--- src/rtl/lebfl_pkg.sv ---
// package for the fixed-length leb128 encoder
// holds the length limits, byte constants and the sequencer state type
// no dependencies
package lebfl_pkg;

  localparam int MAX_FIXED_LENGTH = 16;
  localparam int LEN_W            = $clog2(MAX_FIXED_LENGTH + 1);
  localparam int MINIMAL_CAP      = 10;

  localparam logic [6:0] LOW7_MASK = 7'h7F;
  localparam logic [7:0] CONT_BIT  = 8'h80;
  localparam logic [6:0] SIGN_BIT6 = 7'h40;

  typedef enum logic [1:0] {
    S_IDLE = 2'b01,
    S_EMIT = 2'b10
  } state_t;

endpackage

--- src/rtl/leb128_encoder_fixed_length.sv ---
// Takes one 64-bit value with a signed/unsigned mode and a requested length and
// emits its LEB128 encoding one byte per output word, low seven bits first.
// A requested length of 0 gives the minimal encoding (at most ten bytes);
// otherwise exactly that many bytes are emitted, with requests above
// MAX_FIXED_LENGTH saturated to it. If the value does not fit, the final byte
// carries length_error. The block takes one value at a time: it loads the value,
// then emits one byte per cycle while the output is not stalled, taken from the
// shared 64-bit shift register (which drops seven bits per byte) and its
// stop-rule compare. in_stall stays high from load until the last byte has
// been handed to the output register. Depends on lebfl_pkg.
module leb128_encoder_fixed_length (
  input  logic        clk,
  input  logic        rst,
  input  logic        in_valid,
  output logic        in_stall,
  input  logic [63:0] value,
  input  logic        signed_mode,
  input  logic [4:0]  requested_length,
  output logic        out_valid,
  input  logic        out_stall,
  output logic [7:0]  out_byte,
  output logic        last_byte,
  output logic        length_error
);

  lebfl_pkg::state_t state;
  logic [63:0] v;
  logic        sgn;
  logic [lebfl_pkg::LEN_W-1:0] len;
  logic [lebfl_pkg::LEN_W-1:0] cnt;

  logic [lebfl_pkg::LEN_W-1:0] len_next;
  logic [lebfl_pkg::LEN_W-1:0] cnt_inc;
  logic [6:0]  byte_lo;
  logic [63:0] rest;
  logic        stop;
  logic        minimal;
  logic        is_last;
  logic        out_free;
  logic        fire;
  logic        accept;

  always_comb begin
    if (32'(requested_length) > lebfl_pkg::MAX_FIXED_LENGTH) begin
      len_next = lebfl_pkg::LEN_W'(lebfl_pkg::MAX_FIXED_LENGTH);
    end else begin
      len_next = lebfl_pkg::LEN_W'(requested_length);
    end
  end

  // shared shift and stop-rule unit
  always_comb begin
    byte_lo = v[6:0] & lebfl_pkg::LOW7_MASK;
    rest    = sgn ? {{7{v[63]}}, v[63:7]} : {7'b0, v[63:7]};
    if (sgn && ((byte_lo & lebfl_pkg::SIGN_BIT6) != 7'b0)) begin
      stop = (rest == '1);
    end else begin
      stop = (rest == '0);
    end
    minimal = (len == '0);
    cnt_inc = cnt + lebfl_pkg::LEN_W'(1);
    if (minimal) begin
      is_last = stop || (cnt_inc == lebfl_pkg::LEN_W'(lebfl_pkg::MINIMAL_CAP));
    end else begin
      is_last = (cnt_inc == len);
    end
  end

  assign out_free = !out_valid || !out_stall;
  assign fire     = (state == lebfl_pkg::S_EMIT) && out_free;
  assign in_stall = (state != lebfl_pkg::S_IDLE);
  assign accept   = in_valid && !in_stall;

  always_ff @(posedge clk) begin
    if (rst) begin
      state     <= lebfl_pkg::S_IDLE;
      out_valid <= 1'b0;
      cnt       <= '0;
    end else begin
      unique case (state)
        lebfl_pkg::S_IDLE: begin
          if (accept) begin
            state <= lebfl_pkg::S_EMIT;
            cnt   <= '0;
          end
        end
        lebfl_pkg::S_EMIT: begin
          if (fire) begin
            cnt <= cnt_inc;
            if (is_last) begin
              state <= lebfl_pkg::S_IDLE;
            end
          end
        end
        default: state <= lebfl_pkg::S_IDLE;
      endcase
      if (fire) begin
        out_valid <= 1'b1;
      end else if (!out_stall) begin
        out_valid <= 1'b0;
      end
    end
  end

  // datapath words
  always_ff @(posedge clk) begin
    if (accept) begin
      v   <= value;
      sgn <= signed_mode;
      len <= len_next;
    end else if (fire) begin
      v <= rest;
    end
    if (fire) begin
      out_byte     <= is_last ? {1'b0, byte_lo} : (lebfl_pkg::CONT_BIT | {1'b0, byte_lo});
      last_byte    <= is_last;
      length_error <= is_last && !minimal && !stop;
    end
  end

  a_err_on_last: assert property (@(posedge clk) disable iff (rst)
    out_valid && length_error |-> last_byte)
    else $error("length error on a non-final byte");

  a_cont_flag: assert property (@(posedge clk) disable iff (rst)
    out_valid |-> (out_byte[7] == !last_byte))
    else $error("continuation bit disagrees with last flag");

  a_err_fixed_only: assert property (@(posedge clk) disable iff (rst)
    fire && is_last && !minimal && !stop |=> out_valid && length_error)
    else $error("length error lost");

  a_cnt_bound: assert property (@(posedge clk) disable iff (rst)
    state == lebfl_pkg::S_EMIT |-> 32'(cnt) < lebfl_pkg::MAX_FIXED_LENGTH)
    else $error("byte count beyond limit");

  a_busy_hold: assert property (@(posedge clk) disable iff (rst)
    accept |=> in_stall)
    else $error("accepted a word without going busy");

endmodule
--- config.mk ---
export PLATFORM = sky130hd
export DESIGN_NAME = leb128_encoder_fixed_length
export DESIGN_NICKNAME = d
export VERILOG_FILES = /design/src/rtl/lebfl_pkg.sv /design/src/rtl/leb128_encoder_fixed_length.sv
export SDC_FILE = /design/constraint.sdc
export NUM_CORES = 1
export LEC_CHECK = 0
export CORE_AREA = 2 2 93 95
export CTS_CLUSTER_SIZE = 28
export DETAILED_ROUTE_END_ITERATION = 12
export DIE_AREA = 0 0 95 97
export DONT_BUFFER_PORTS = 1
export MAX_ROUTING_LAYER = met4
export PLACE_DENSITY = 0.61
export SLEW_MARGIN = 20
export SYNTH_ARGS = -nofsm -noshare
export SYNTH_HDL_FRONTEND = slang
export SYNTH_SLANG_ARGS = --single-unit
--- constraint.sdc ---
create_clock -name clk -period 3.1 [get_ports clk]
set_input_delay 0.465 -clock clk [delete_from_list [all_inputs] [get_ports clk]]
set_output_delay 0.465 -clock clk [all_outputs]
set_load 0.02 [all_outputs]
==> results of run 1 <==
==> registers in the layout (all words and copies together), names as in the netlist <==
| signal | cells |
|---|---|
| cnt | 5 |
| sgn | 1 |
| out_valid | 1 |
| v | 64 |
| length_error | 1 |
| state | 2 |
| len | 5 |
| out_byte | 8 |
| last_byte | 1 |
==> area by class of cell <==
type	instances	share of cell area (%)
Clock buffer	12	3.15
Clock inverter	4	1.08
Inverter	6	0.524
Multi-Input combinational cell	280	31.7
Sequential cell	88	59.7
Tap cell	105	3.06
Timing Repair Buffer	3	0.816
==> cell usage after synthesis (all sizes together) <==
library cell	n
nand4b	1
a41oi	1
buf	11
o21ba	1
nor3b	1
nand2	174
a21o	8
and3	1
clkbuf	7
edfxtp	80
nor2b	4
nand4	18
a21oi	6
nand2b	4
nand3	4
and2	3
a211oi	1
a22oi	1
nor2	8
nor4b	1
ha	2
xnor2	5
nor4	18
a41o	1
nor3	3
or2	1
o21ai	5
or3	2
nand3b	2
o2111ai	1
or4	1
inv	6
o31ai	1
xor2	1
dfxtp	8
==> per-stage QoR <==
stage	hold WS, ns	power [uW]
2_1_floorplan	0.400	1790
3_3_place_gp	0.402	1860
3_5_place_dp	0.410	1870
4_1_cts	0.167	2610
5_1_grt	0.163	2720
6_report	0.184	2590
==> cell families after synthesis <==
logic type	Yosys count	synth area share (%)
fa+ha+maj	2	0.618
flops	88	63.3
xor+xnor	6	1.30
buf+inv	24	3.00
compound gates	26	4.33
simple gates	246	27.4
==> how the worst max path moves through the flow <==
stage / from / end / cells past startpoint
floorplan: out_stall / v[0] / 5
global placement: state[1] / v[63] / 6
detailed placement: state[1] / v[61] / 6
CTS: state[1] / v[38] / 6
global route: state[1] / v[38] / 6
finish: state[1] / v[38] / 6
==> power groups by stage <==
stage / sequential, uW / combinational [uW] / clock, uW
6_report: 1570 / 278 / 743
5_1_grt: 1580 / 325 / 811
4_1_cts: 1560 / 284 / 766
3_5_place_dp: 1590 / 284 / 0
3_3_place_gp: 1590 / 278 / 0
2_1_floorplan: 1560 / 229 / 0
==> per-layer routing <==
metal,vias up,share of wire [%],global-route usage [%]
met5,-,0,-
met4,0,2.0,7.47
met3,14,7.1,3.97
met2,100,46,27.6
met1,1284,45,27.7
li1,1362,-,-
==> summary.md, run 1 <==
| Metric | Value |
|---|---|
| Crit Path Class | register to register |
| Synth Cell Area | 4050 um^2 |
| Post-cts resize count | 0 |
| DP HPWL | 5930 um |
| Iteration count of the initial detailed-routing pass | 4 |
| Power Density | 602 nW/um^2 |
| Clock Path Buffers | 2 |
| Syn Inst Count | 392 |
| Area Overhead vs Synth | 6.15% |
| Clk sinks | 88 |
| Max-cap violations | 0 |
| Placed insts | 482 |
| Clk_skew | 0.0100 ns |
| CP Data Arrival Time | 2.29 ns |
| RSZ-0062 raised after global routing | no |
| P_int | 1930 uW |
| Routed Antenna Nets | 0 |
| Most common cell after layout, fill and taps aside | nand2_1 |
| Chip width | 95 um |
| Slew HR | 58.1% |
| Root Buffer | clkbuf_8 |
| R2R Setup Slk | 0.82 ns |
| CP max stage delay | 0.39 ns |
| Via count | 2760 |
| Crit-path leading delay family | simple AND/OR/NAND/NOR gates |
| CTS tree | built |
| Initial antenna violation count | 0 |
| First-pass GRT wire length | 13300 um |
| Worst-margin pin slew | 0.629 ns |
| Crit path max-delay cell type | inv_2 |
| Num ports | 86 |
| Final Critical Period | 2.28 ns |
| Worst reg2reg path depth | 6 |
| CP bufs+invs | 3 |
| Post-DR vias/cell | 5.54 |
| Syn Nets | 468 |
| Leak | 0.00168 uW |
| Total CTS buffers | 9 |
| Endpoints failing setup | 0 |
| Hold Crit Depth | 1 |
| Skew-Pair Late Insertion Delay | 0.35 ns |
| VDD IR max | 0.266 mV |
| Top cells by area, synth | edfxtp_1, nand2_1, dfxtp_1 |
| Ant. Diodes | 0 |
| Dpl cell area | 4110 um^2 |
| Setup bufs post-CTS | 0 |
| Final WS setup | 0.823 ns |
| GRT overflow | 0 |
| Tot GR Track Use | 19.5% |
| Fin. max-slew vios | 0 |
| NetSw | 656 uW |
| Combinational Power Share | 10.7% |
| Hold_buf cts | 0 |
| Fraction of layout cells with a size suffix above 1 | 6.36% |
| Final core utilization | 52.8% |
| Port-buffer cells | 0 |
| Synth top area share | 59.4% |
| Most frequent cell on the critical path | inv_2 |
| Most frequent cells in the layout | nand2_1, edfxtp_1, nand4_1 |
| Largest net degree at the start of global routing | 65 |
| Post-synthesis sequential area ratio | 63.3% |
| Yosys warning count | 0 |
| Starting DRT DRC Count | 237 |
| Nets | 464 |
| Design area | 4300 um^2 |
| Final period util | 73.4% |
| Reg area | 2560 um^2 |
| Syn_area_per_cell | 10.3 um^2 |
| Area occupied by multi-input gates | 1360 um^2 |
| FMAX | 0.439 GHz |
| Crit path max fanout | 64 |
| Die Y | 97 um |
| Kind of end point of the critical path | register |
| FP Rows | 33 |
| Post-Route WL | 8330 um |
| Hold Crit Start | rst |
| Fill count | 743 |
| Cells along the critical path | nand2b_1 -> or2_2 -> inv_2 -> nor2_1 -> inv_2 -> buf_12 |
| Yosys reg bits | 88 |
| Sequential share of power | 60.5% |
| Clock power frac | 28.7% |
| Worst hold endpoint | cnt[2] |
| Setup TNS | 0 ns |
| Startpoint types | register |
| DRC violations left | 0 |
| Final non-filler cell total | 498 |
| Vias in the first global route | 2645 |
| Post-synth cell types | 40 |
| Clk slew on worst S/H paths | 0.08 ns |
| R2R Path End | v[38] |
| HP Class | primary input to register |
| Avg WL per Cell | 16.7 um |
| Die ar. | 9220 um^2 |
| Area leader, netlist | edfxtp_1 |
| Status | finished, final reports clean |
| WP data required | 3.11 ns |
| H-Tree Depth | 3 |
| Reg2reg start | state[1] |
| Hold Vio Cnt, Final | 0 |
| RePlAce Congestion | 0.864 |
| Initial Util | 49.7% |
| Switching Fraction | 25.3% |
| Core area | 8130 um^2 |
| Place WS | 0.816 ns |
No activity file was read; power rests on OpenSTA's default activity.
==> inputs of run 2 (changes only) <==
==> constraint.sdc (replaced) <==
create_clock -name clk -period 2.25 [get_ports clk]
set_input_delay 0.3375 -clock clk [delete_from_list [all_inputs] [get_ports clk]]
set_output_delay 0.3375 -clock clk [all_outputs]
set_load 0.02 [all_outputs]
==> run 2 against run 1 <==
Against the previous run:
- count of clock-buffer cells in the layout increased by 3
- worst setup slack worse by 0.52 ns
- final area increased by 0.99%
- routed wire length up 3.5%
- critical path type unchanged
==> summary.md, run 2 (synthesized netlist as in run 1, its figures left out) <==
| Metric | Value |
|---|---|
| Status | finished, final reports clean (unchanged) |
| Max-cap violations | 0 (unchanged) |
| Crit Path Class | register to register (unchanged) |
| Largest Register | v (unchanged) |
| Skew-Pair Late Insertion Delay | 0.35 ns (about the same) |
| P_int | 2620 uW (was 1930 uW) |
| Endpoints failing setup | 0 (unchanged) |
| Largest net degree at the start of global routing | 71 (was 65) |
| Fin. max-slew vios | 0 (unchanged) |
| Dpl cell area | 4170 um^2 (was 4110 um^2) |
| Chip width | 95 um (unchanged) |
| Reg2reg start | cnt[0] (was state[1]) |
| Nets | 467 (was 464) |
| HP Class | primary input to register (unchanged) |
| Power Density | 816 nW/um^2 (was 602 nW/um^2) |
| Post-Route WL | 8620 um (was 8330 um) |
| Hold_buf cts | 0 (unchanged) |
| Worst-margin pin slew | 0.692 ns (was 0.629 ns) |
| Core area | 8130 um^2 (unchanged) |
| DP HPWL | 6210 um (was 5930 um) |
| Largest register FFs | 64 (unchanged) |
| FMAX | 0.512 GHz (was 0.439 GHz) |
| Crit path max fanout | 8 (was 64) |
| Startpoint types | register (unchanged) |
| Ant. Diodes | 0 (unchanged) |
| Area Overhead vs Synth | 7.20% (was 6.15%) |
| VDD IR max | 0.405 mV (was 0.266 mV) |
| Design area | 4340 um^2 (was 4300 um^2) |
| WP data required | 2.35 ns (was 3.11 ns) |
| Most frequent cells in the layout | nand2_1, edfxtp_1, nand4_1 (unchanged) |
| FP Rows | 33 (unchanged) |
| Avg WL per Cell | 17.2 um (was 16.7 um) |
| Final WS setup | 0.298 ns (was 0.823 ns) |
| Final core utilization | 53.3% (was 52.8%) |
| Switching Fraction | 26.0% (was 25.3%) |
| Die ar. | 9220 um^2 (unchanged) |
| H-Tree Depth | 3 (unchanged) |
| Worst reg2reg path depth | 6 (unchanged) |
| Die Y | 97 um (unchanged) |
| Most common cell after layout, fill and taps aside | nand2_1 (unchanged) |
| RePlAce Congestion | 0.909 (was 0.864) |
| Post-cts resize count | 0 (unchanged) |
| GRT overflow | 0 (unchanged) |
| Setup crit start | cnt[0] (was state[1]) |
| Fraction of layout cells with a size suffix above 1 | 9.09% (was 6.36%) |
| RSZ-0062 raised after global routing | no (unchanged) |
| Setup TNS | 0 ns (unchanged) |
| Setup bufs post-CTS | 0 (unchanged) |
| Clk_skew | 0.0112 ns (was 0.0100 ns) |
| Hold Vio Cnt, Final | 0 (unchanged) |
| Via count | 2760 (unchanged) |
| Root Buffer | clkbuf_8 (unchanged) |
| Initial Util | 49.7% (unchanged) |
| Num ports | 86 (unchanged) |
| Place WS | 0.315 ns (was 0.816 ns) |
| Iteration count of the initial detailed-routing pass | 4 (unchanged) |
| Clock Path Buffers | 2 (unchanged) |
| Clock power frac | 27.9% (was 28.7%) |
| DRC violations left | 0 (unchanged) |
| Initial antenna violation count | 0 (unchanged) |
| Final period util | 86.7% (was 73.4%) |
| Starting DRT DRC Count | 134 (was 237) |
| Fill count | 753 (was 743) |
| Worst Setup EP | last_byte (was v[38]) |
| Final Critical Period | 1.95 ns (was 2.28 ns) |
| Routed Antenna Nets | 0 (unchanged) |
| CP Data Arrival Time | 2.05 ns (was 2.29 ns) |
| Leak | 0.00170 uW (was 0.00168 uW) |
| Combinational Power Share | 11.2% (was 10.7%) |
| First-pass GRT wire length | 14100 um (was 13300 um) |
| Vias in the first global route | 2715 (was 2645) |
| Post-DR vias/cell | 5.51 (was 5.54) |
| Slew HR | 53.9% (was 58.1%) |
| CTS tree | built (unchanged) |
| Tot GR Track Use | 20.7% (was 19.5%) |
| Sequential share of power | 60.9% (was 60.5%) |
| NetSw | 919 uW (was 656 uW) |
| R2R Path End | last_byte (was v[38]) |
| Kind of end point of the critical path | register (unchanged) |
| Top Registers | v x64, out_byte x8 (unchanged) |
| Port-buffer cells | 0 (unchanged) |
| Clk sinks | 88 (unchanged) |
| R2R Setup Slk | 0.30 ns (was 0.82 ns) |
| Total CTS buffers | 9 (unchanged) |
| Clk slew on worst S/H paths | 0.08 ns (about the same) |
==> run 2: changes by cell type in the layout (fill, tap and decap cells not counted), sizes merged <==
cell / previous run / this run
buf: 3 / 6
bufinv: 1 / 0
clkbuf: 12 / 15
clkinv: 2 / 1
clkinvlp: 1 / 2
inv: 6 / 4
==> run 2: metal layers <==
metal  vias to the layer above  global-route usage [%]  routed length (um)
met5                         -                       -                   0
met4                         0                    6.35                 112
met3                         8                    4.98                 628
met2                        83                    30.9                4080
met1                      1307                    28.2                3800
li1                       1362                       -                   -
==> run 2: final cells by class <==
type	count	area (um^2)	area share, %
Timing Repair Buffer	6	45.0	1.04
Clock buffer	15	166	3.84
Multi-Input combinational cell	280	1400	32.2
Clock inverter	1	5.00	0.115
Sequential cell	88	2560	59.1
Tap cell	105	131	3.03
Inverter	6	30.0	0.692
==> run 2: worst min-delay path by stage <==
stage / end / cells past startpoint / start
2_1_floorplan: out_valid / 1 / rst
3_3_place_gp: out_byte[3] / 0 / v[3]
3_5_place_dp: out_valid / 1 / rst
4_1_cts: out_valid / 1 / rst
5_1_grt: out_valid / 1 / rst
6_report: out_valid / 1 / rst
==> run 2: worst max-delay path, stage by stage, from the launching register on <==
cell      delay [ns]
dfxtp_1         0.39
ha_1            0.33
nand3_1         0.19
nor3b_1         0.08
o31ai_1         0.31
nand4b_2        0.19
and2_2          0.22
==> run 2: stage by stage <==
stage	instances	power (uW)	hold slack, ns
2_1_floorplan	392	2470	0.399
3_3_place_gp	485	2580	0.402
3_5_place_dp	485	2600	0.403
4_1_cts	501	3560	0.0269
5_1_grt	501	3720	0.0188
6_report	501	3540	0.0371
==> run 2: power groups by stage <==
stage / Combinational, uW / Clock, uW / Sequential [uW]
after floorplan: 324 / 0 / 2150
after global placement: 392 / 0 / 2190
after detailed placement: 405 / 0 / 2190
after CTS: 406 / 1000 / 2160
after global routing: 464 / 1080 / 2180
final: 395 / 989 / 2160
